File: config.mk
export PLATFORM = sky130hd
export DESIGN_NAME = top_five_score_select
export DESIGN_NICKNAME = d
export VERILOG_FILES = /design/src/hdl/tfss_pkg.sv /design/src/hdl/top_five_score_select.sv /design/src/hdl/tfss_queue.sv /design/src/hdl/tfss_rank.sv
export SDC_FILE = /design/constraint.sdc
export NUM_CORES = 1
export LEC_CHECK = 0
export BUFFER_PORTS_ARGS = -buffer_cell sky130_fd_sc_hd__buf_2
export CORE_MARGIN = 5
export CORE_UTILIZATION = 58
export CTS_BUF_LIST = sky130_fd_sc_hd__clkbuf_4 sky130_fd_sc_hd__clkbuf_8
export CTS_CLUSTER_SIZE = 30
export DETAILED_ROUTE_END_ITERATION = 8
export PLACE_DENSITY_LB_ADDON = 0.12
export SLEW_MARGIN = 20
export SYNTH_ARGS = -nofsm -noshare
export SYNTH_HDL_FRONTEND = slang
export SYNTH_SLANG_ARGS = --single-unit
File: constraint.sdc
create_clock -name clock -period 4.47 [get_ports clock]
set_clock_uncertainty 0.2 [all_clocks]
set_input_delay 0.2235 -clock clock [delete_from_list [all_inputs] [get_ports clock]]
set_output_delay 0.2235 -clock clock [all_outputs]
set_load 0.02 [all_outputs]
File: src/hdl/tfss_pkg.sv
// Shared types and constants for the top-five score selector.
`default_nettype none
package tfss_pkg;

   localparam int TAG_W   = 16;
   localparam int SCORE_W = 14;
   localparam int RANK_W  = 3;

   typedef struct packed {
      logic [TAG_W-1:0]   tag;
      logic [SCORE_W-1:0] score;
      logic               last;
   } record_type;

   typedef struct packed {
      logic [TAG_W-1:0]   tag;
      logic [SCORE_W-1:0] score;
   } entry_type;

   typedef struct packed {
      logic       valid;
      record_type rec;
   } queue_out_type;

   typedef enum logic [0:0] {
      ST_COLLECT,
      ST_EMIT
   } engine_state_type;

endpackage
`default_nettype wire

File: src/hdl/top_five_score_select.sv
// Top level of the top-five score selector: command front, record queue, ranking engine.
// Accepts one record a cycle while the queue has room; busy rises when the queue is full.
// The ranking engine inserts one record a cycle into its sorted list while not emitting.
// A record marked last that finds the queue empty passes the queue, engine state and
// result registers before its first result strobe, then one result a cycle,
// n results for n held entries (n at most TOP_COUNT). Results cannot be stalled.
// Synchronous reset empties the queue and the list and drops any pending results.
`default_nettype none
module top_five_score_select #(
   parameter int TOP_COUNT   = 5,
   parameter int QUEUE_DEPTH = 4
) (
   input  wire logic                          clock,
   input  wire logic                          reset,
   input  wire logic                          start,
   output logic                               busy,
   input  wire logic [tfss_pkg::TAG_W-1:0]    req_student_tag,
   input  wire logic [tfss_pkg::SCORE_W-1:0]  req_score,
   input  wire logic                          req_last_student,
   output logic                               rsp_valid,
   output logic [tfss_pkg::RANK_W-1:0]        rsp_rank,
   output logic [tfss_pkg::TAG_W-1:0]         rsp_ranked_tag,
   output logic [tfss_pkg::SCORE_W-1:0]       rsp_ranked_score,
   output logic                               rsp_last_of_run
);
   import tfss_pkg::*;

   record_type    req_rec;
   queue_out_type head;
   logic          queue_full;
   logic          accept;
   logic          pop;

   assign busy         = queue_full;
   assign accept       = start && !queue_full;
   assign req_rec.tag  = req_student_tag;
   assign req_rec.score = req_score;
   assign req_rec.last = req_last_student;

   tfss_queue #(
      .DEPTH (QUEUE_DEPTH)
   ) u_queue (
      .clock    (clock),
      .reset    (reset),
      .push     (accept),
      .push_rec (req_rec),
      .full     (queue_full),
      .pop      (pop),
      .head     (head)
   );

   tfss_rank #(
      .TOP_COUNT (TOP_COUNT)
   ) u_rank (
      .clock            (clock),
      .reset            (reset),
      .head             (head),
      .pop              (pop),
      .rsp_valid        (rsp_valid),
      .rsp_rank         (rsp_rank),
      .rsp_ranked_tag   (rsp_ranked_tag),
      .rsp_ranked_score (rsp_ranked_score),
      .rsp_last_of_run  (rsp_last_of_run)
   );

   a_run_ends: assert property (@(posedge clock) disable iff (reset)
      rsp_valid && rsp_last_of_run |=> !rsp_valid)
      else $error("result beat follows the final beat of a run");

   a_rank_steps: assert property (@(posedge clock) disable iff (reset)
      rsp_valid && !rsp_last_of_run |=>
         rsp_valid && (rsp_rank == RANK_W'($past(rsp_rank) + 3'd1)))
      else $error("run broken or rank did not advance by one");

   a_run_starts: assert property (@(posedge clock) disable iff (reset)
      !rsp_valid |=> !rsp_valid || (rsp_rank == 3'd1))
      else $error("run does not open at rank one");

endmodule
`default_nettype wire

File: src/hdl/tfss_queue.sv
// Record queue between the accepting front and the ranking engine.
`default_nettype none
module tfss_queue #(
   parameter int DEPTH = 4
) (
   input  wire logic                   clock,
   input  wire logic                   reset,
   input  wire logic                   push,
   input  wire tfss_pkg::record_type   push_rec,
   output logic                        full,
   input  wire logic                   pop,
   output tfss_pkg::queue_out_type     head
);
   import tfss_pkg::*;

   localparam int PTR_W = (DEPTH > 1) ? $clog2(DEPTH) : 1;
   localparam int CNT_W = $clog2(DEPTH + 1);

   record_type       mem_ff [DEPTH];
   logic [PTR_W-1:0] wr_ptr_ff, wr_ptr_in;
   logic [PTR_W-1:0] rd_ptr_ff, rd_ptr_in;
   logic [CNT_W-1:0] count_ff, count_in;
   logic             do_pop;

   assign full       = (count_ff == CNT_W'(DEPTH));
   assign head.valid = (count_ff != '0);
   assign head.rec   = mem_ff[rd_ptr_ff];
   assign do_pop     = pop && head.valid;

   always_comb begin
      wr_ptr_in = wr_ptr_ff;
      rd_ptr_in = rd_ptr_ff;
      count_in  = count_ff;
      if (push) begin
         wr_ptr_in = (wr_ptr_ff == PTR_W'(DEPTH - 1)) ? '0 : wr_ptr_ff + 1'b1;
      end
      if (do_pop) begin
         rd_ptr_in = (rd_ptr_ff == PTR_W'(DEPTH - 1)) ? '0 : rd_ptr_ff + 1'b1;
      end
      if (push && !do_pop) begin
         count_in = count_ff + 1'b1;
      end else if (do_pop && !push) begin
         count_in = count_ff - 1'b1;
      end
   end

   always_ff @(posedge clock) begin
      if (reset) begin
         wr_ptr_ff <= '0;
         rd_ptr_ff <= '0;
         count_ff  <= '0;
      end else begin
         wr_ptr_ff <= wr_ptr_in;
         rd_ptr_ff <= rd_ptr_in;
         count_ff  <= count_in;
      end
   end

   always_ff @(posedge clock) begin
      if (push) begin
         mem_ff[wr_ptr_ff] <= push_rec;
      end
   end

endmodule
`default_nettype wire

File: src/hdl/tfss_rank.sv
// Ranking engine: sorted insert of each record and shift-out of the list per batch.
`default_nettype none
module tfss_rank #(
   parameter int TOP_COUNT = 5
) (
   input  wire logic                           clock,
   input  wire logic                           reset,
   input  wire tfss_pkg::queue_out_type        head,
   output logic                                pop,
   output logic                                rsp_valid,
   output logic [tfss_pkg::RANK_W-1:0]         rsp_rank,
   output logic [tfss_pkg::TAG_W-1:0]          rsp_ranked_tag,
   output logic [tfss_pkg::SCORE_W-1:0]        rsp_ranked_score,
   output logic                                rsp_last_of_run
);
   import tfss_pkg::*;

   localparam int CNT_W = (TOP_COUNT > 1) ? $clog2(TOP_COUNT) : 1;
   localparam int EXT_W = CNT_W + RANK_W + 1;

   engine_state_type     state_ff, state_in;
   entry_type            entry_ff [TOP_COUNT];
   entry_type            entry_in [TOP_COUNT];
   entry_type            new_entry;
   logic [TOP_COUNT-1:0] valid_ff, valid_in;
   logic [TOP_COUNT-1:0] valid_shift;
   logic [TOP_COUNT-1:0] ge;
   logic [CNT_W-1:0]     rank_ff, rank_in;
   logic [EXT_W-1:0]     rank_ext;
   logic                 emit;
   logic                 last_emit;

   logic                 rsp_valid_ff, rsp_valid_in;
   logic [RANK_W-1:0]    rsp_rank_ff, rsp_rank_in;
   logic [TAG_W-1:0]     rsp_tag_ff, rsp_tag_in;
   logic [SCORE_W-1:0]   rsp_score_ff, rsp_score_in;
   logic                 rsp_last_ff, rsp_last_in;

   assign new_entry.tag   = head.rec.tag;
   assign new_entry.score = head.rec.score;
   assign valid_shift     = valid_ff >> 1;
   assign last_emit       = emit && !valid_shift[0];

   // next state
   always_comb begin
      state_in = state_ff;
      case (state_ff)
         ST_COLLECT: begin
            if (pop && head.rec.last) begin
               state_in = ST_EMIT;
            end
         end
         ST_EMIT: begin
            if (last_emit) begin
               state_in = ST_COLLECT;
            end
         end
         default: begin
            state_in = ST_COLLECT;
         end
      endcase
   end

   // state outputs
   always_comb begin
      pop  = 1'b0;
      emit = 1'b0;
      case (state_ff)
         ST_COLLECT: begin
            pop = head.valid;
         end
         ST_EMIT: begin
            emit = 1'b1;
         end
         default: begin
            pop  = 1'b0;
            emit = 1'b0;
         end
      endcase
   end

   // compare against every held entry; ties keep the earlier arrival ahead
   always_comb begin
      for (int i = 0; i < TOP_COUNT; i++) begin
         ge[i] = valid_ff[i] && (entry_ff[i].score >= head.rec.score);
      end
   end

   always_comb begin
      for (int i = 0; i < TOP_COUNT; i++) begin
         entry_in[i] = entry_ff[i];
      end
      valid_in     = valid_ff;
      rank_in      = rank_ff;
      rank_ext     = EXT_W'(rank_ff) + 1'b1;
      rsp_valid_in = 1'b0;
      rsp_rank_in  = rank_ext[RANK_W-1:0];
      rsp_tag_in   = entry_ff[0].tag;
      rsp_score_in = entry_ff[0].score;
      rsp_last_in  = !valid_shift[0];
      if (pop) begin
         if (!ge[0]) begin
            entry_in[0] = new_entry;
         end
         for (int i = 1; i < TOP_COUNT; i++) begin
            if (!ge[i]) begin
               entry_in[i] = ge[i-1] ? new_entry : entry_ff[i-1];
            end
         end
         valid_in = (valid_ff << 1) | TOP_COUNT'(1);
      end else if (emit) begin
         // advance the list one place toward the head
         for (int i = 0; i < TOP_COUNT - 1; i++) begin
            entry_in[i] = entry_ff[i+1];
         end
         valid_in     = valid_shift;
         rsp_valid_in = 1'b1;
         rank_in      = last_emit ? '0 : rank_ext[CNT_W-1:0];
      end
   end

   always_ff @(posedge clock) begin
      if (reset) begin
         state_ff     <= ST_COLLECT;
         valid_ff     <= '0;
         rank_ff      <= '0;
         rsp_valid_ff <= 1'b0;
      end else begin
         state_ff     <= state_in;
         valid_ff     <= valid_in;
         rank_ff      <= rank_in;
         rsp_valid_ff <= rsp_valid_in;
      end
   end

   always_ff @(posedge clock) begin
      for (int i = 0; i < TOP_COUNT; i++) begin
         entry_ff[i] <= entry_in[i];
      end
      rsp_rank_ff  <= rsp_rank_in;
      rsp_tag_ff   <= rsp_tag_in;
      rsp_score_ff <= rsp_score_in;
      rsp_last_ff  <= rsp_last_in;
   end

   assign rsp_valid        = rsp_valid_ff;
   assign rsp_rank         = rsp_rank_ff;
   assign rsp_ranked_tag   = rsp_tag_ff;
   assign rsp_ranked_score = rsp_score_ff;
   assign rsp_last_of_run  = rsp_last_ff;

endmodule
`default_nettype wire

==> results.json <==
{
  "status": "completed",
  "root_buffer": "clkbuf_8",
  "cts_buffers": 52,
  "hp-class": "register to register",
  "reg2reg_setup_slack_ps": 560,
  "postRouteAntennaNets": 0,
  "viasPerCell": 5.67,
  "final-setup-viol-count": 0,
  "arrival_ps": 4010,
  "yosysSeqAreaShare": 0.630,
  "power_density_nw_per_um2": 811,
  "track_usage": 0.220,
  "fin_crit_sh": 0.876,
  "hold_buffers": 33,
  "ys_async_sr_fraction": 0,
  "crit_chain": "buf_4 -> mux4_2 -> inv_1 -> ha_1 -> nand2_1 -> nor2_1 -> o21ai_1 -> o31ai_4 -> buf_4 -> mux2i_1 -> o21ai_1",
  "synth_top_area_frac": 0.558,
  "total_power_mw": 13.7,
  "dr.pass1.iters": 5,
  "worst_slew_pin_slew_ps": 776,
  "ir_worst_vdd_mv": 0.416,
  "yosysMostFrequentCell": "edfxtp_1",
  "rows": 58,
  "fin_util": 0.673,
  "drive_above_1_share": 0.215,
  "holdPathEnd": "u_rank.rsp_ranked_tag[5]",
  "diodes": 0,
  "period_needed_ps": 3910,
  "clock_latency_ps": 590,
  "vias": 8845,
  "tns_ps": 0,
  "synth_top_area_cell": "edfxtp_1",
  "grt_max_degree": 69,
  "cts_tree": "done",
  "route.detailed.wl_per_inst_um": 20.0,
  "synthTopCellsByArea": "edfxtp_1 (56%), dfxtp_1 (7.2%), ha_1 (6.5%), mux2i_1 (6.4%), mux4_2 (4.7%)",
  "drt-initial-drc-count": 865,
  "slowest_stage": "o31ai_4",
  "area_delta_synth_final_pct": 14.6,
  "wl_um": 31200,
  "synth-seq-cells": 327,
  "syn_nets": 1161,
  "cts_resized": 0,
  "ys_warn_count": 0,
  "synth-main-ff-cell": "edfxtp_1",
  "final_max_slew_viol_count": 0,
  "post_cts_buffers": 0,
  "die_h_um": 169,
  "relSlewSlack": 0.483,
  "grt_pass1_wl_um": 49300,
  "drcViolationCount": 0,
  "min_path_cells": 0,
  "cts_buffer_depth": 3,
  "grt-ovfl-total": 0,
  "syn_area_um2": 14700,
  "r2r_end": "u_rank.entry_ff[0][96]",
  "hp-start": "u_rank.entry_ff[0][19]",
  "ys_types": 53,
  "whs_ps": 170,
  "syn_avg_cell_area_um2": 14.1,
  "io_buffers": 69,
  "fp.dieW_um": 169,
  "die-area_um2": 28700,
  "fill_cells": 1868,
  "grt_setup_unrepaired": "false",
  "pre_cts_ws_ps": 611,
  "grt_pass1_vias": 8808,
  "ys_top_cells_by_count": "edfxtp_1 (274), nand2_1 (139), mux2i_1 (95)",
  "endpoint_kind": "register",
  "place_hpwl_um": 20100,
  "fmaxAchievable_mhz": 255,
  "ios": 70,
  "syn_inst": 1049,
  "reg2reg_depth": 11,
  "core_um2": 25100,
  "place_congestion": 0.855,
  "leakagePower_nw": 6.30,
  "cts.sinks": 327,
  "synth_edf_count": 274,
  "htree_levels": 2,
  "nets": 1299,
  "antenna_found_initial": 0,
  "required_ps": 4560,
  "startpoint_type": "register",
  "hold_viol": 0,
  "max-cap-violations": 0,
  "max_stage_delay_ps": 650,
  "initial_utilization": 0.587,
  "path_clk_slew_ps": 60,
  "crit_fanout": 9,
  "worstSetupPathType": "register to register",
  "fin_ws_ps": 555
}
[through the flow]
stage,area (um2),std cells
4_1_cts,16900,1560
5_1_grt,16900,1560
3_5_place_dp,15500,1430
6_report,16900,1560
2_1_floorplan,14800,1049
3_3_place_gp,15500,1430
[per-layer routing]
| layer | up-vias | wire (um) | GRT usage |
|---|---|---|---|
| met3 | 38 | 1740 | 0.0405 |
| met2 | 252 | 14200 | 0.338 |
| met5 | - | 0 | 0 |
| met4 | 0 | 495 | 0.0518 |
| met1 | 4331 | 14800 | 0.332 |
| li1 | 4224 | - | - |
[worst max-delay path by stage]
stage | to | slack, ps | cells past startpoint
floorplan | u_rank.entry_ff[0][100] | 170 | 10
global placement | u_rank.entry_ff[0][109] | 590 | 11
detailed placement | u_rank.entry_ff[0][107] | 610 | 11
CTS | u_rank.entry_ff[0][96] | 570 | 11
global route | u_rank.entry_ff[0][94] | 340 | 11
finish | u_rank.entry_ff[0][96] | 560 | 11
[layout make-up]
| cell class | count | area (um2) | share of cell area |
|---|---|---|---|
| tap | 330 | 413 | 0.0244 |
| clock inverter | 23 | 131 | 0.00778 |
| inverter | 26 | 100 | 0.00593 |
| multi-input combinational | 646 | 5100 | 0.302 |
| timing repair buffer | 134 | 953 | 0.0564 |
| sequential | 327 | 9290 | 0.550 |
| clock buffer | 74 | 900 | 0.0533 |
[registers in the layout, summed over array words and instances, names as in the netlist, named ones only]
name                     cells
u_queue.count_ff             3
u_queue.mem_ff             124
u_queue.rd_ptr_ff            2
u_queue.wr_ptr_ff            2
u_rank.entry_ff            150
u_rank.rank_ff               3
u_rank.rsp_last_of_run       1
u_rank.rsp_rank              3
u_rank.rsp_ranked_score     14
u_rank.rsp_ranked_tag       16
u_rank.rsp_valid             1
u_rank.state_ff              1
u_rank.valid_ff              5
[kinds of logic after synthesis]
| family | Yosys count | synth area share |
|---|---|---|
| xor+xnor | 3 | 0.00178 |
| mux | 157 | 0.136 |
| compound gates | 182 | 0.0715 |
| buf+inv | 76 | 0.0297 |
| simple gates | 226 | 0.0648 |
| fa+ha+maj | 78 | 0.0667 |
| flops | 327 | 0.630 |
[worst max-delay path: cells and delay by family, from the launching register on]
| kind | cells | cell delay, ps |
|---|---|---|
| AO/OA/AOI/OAI | 3 | 880 |
| adder cells (fa/ha/maj) | 1 | 180 |
| buffers and inverters | 3 | 760 |
| AND/OR/NAND/NOR | 2 | 300 |
| multiplexers | 2 | 790 |
| flip-flops | 1 | 490 |
[power by group]
| part | leakage, nW | switching, mW | internal, mW | total [mW] |
|---|---|---|---|---|
| Sequential | 3.06 | 0.638 | 5.00 | 5.63 |
| Clock | 0.549 | 1.16 | 1.36 | 2.51 |
| Combinational | 2.69 | 3.48 | 2.07 | 5.54 |
| Total | 6.30 | 5.27 | 8.42 | 13.7 |
[cell usage in the layout (no fill, tap or decap), types with 33 or more instances in the layout]
cell           Yosys  final
nand2_1          139    139
dfxtp_1           53     52
ha_1              77     77
clkbuf_8           2     55
buf_2             12     69
mux2i_1           95     95
edfxtp_1         274    274
o21ai_1           73     73
dlygate4sd3_1      0     33
nor2_1            53     52
a21oi_1           65     65
Power figures use the tool's default switching activity.
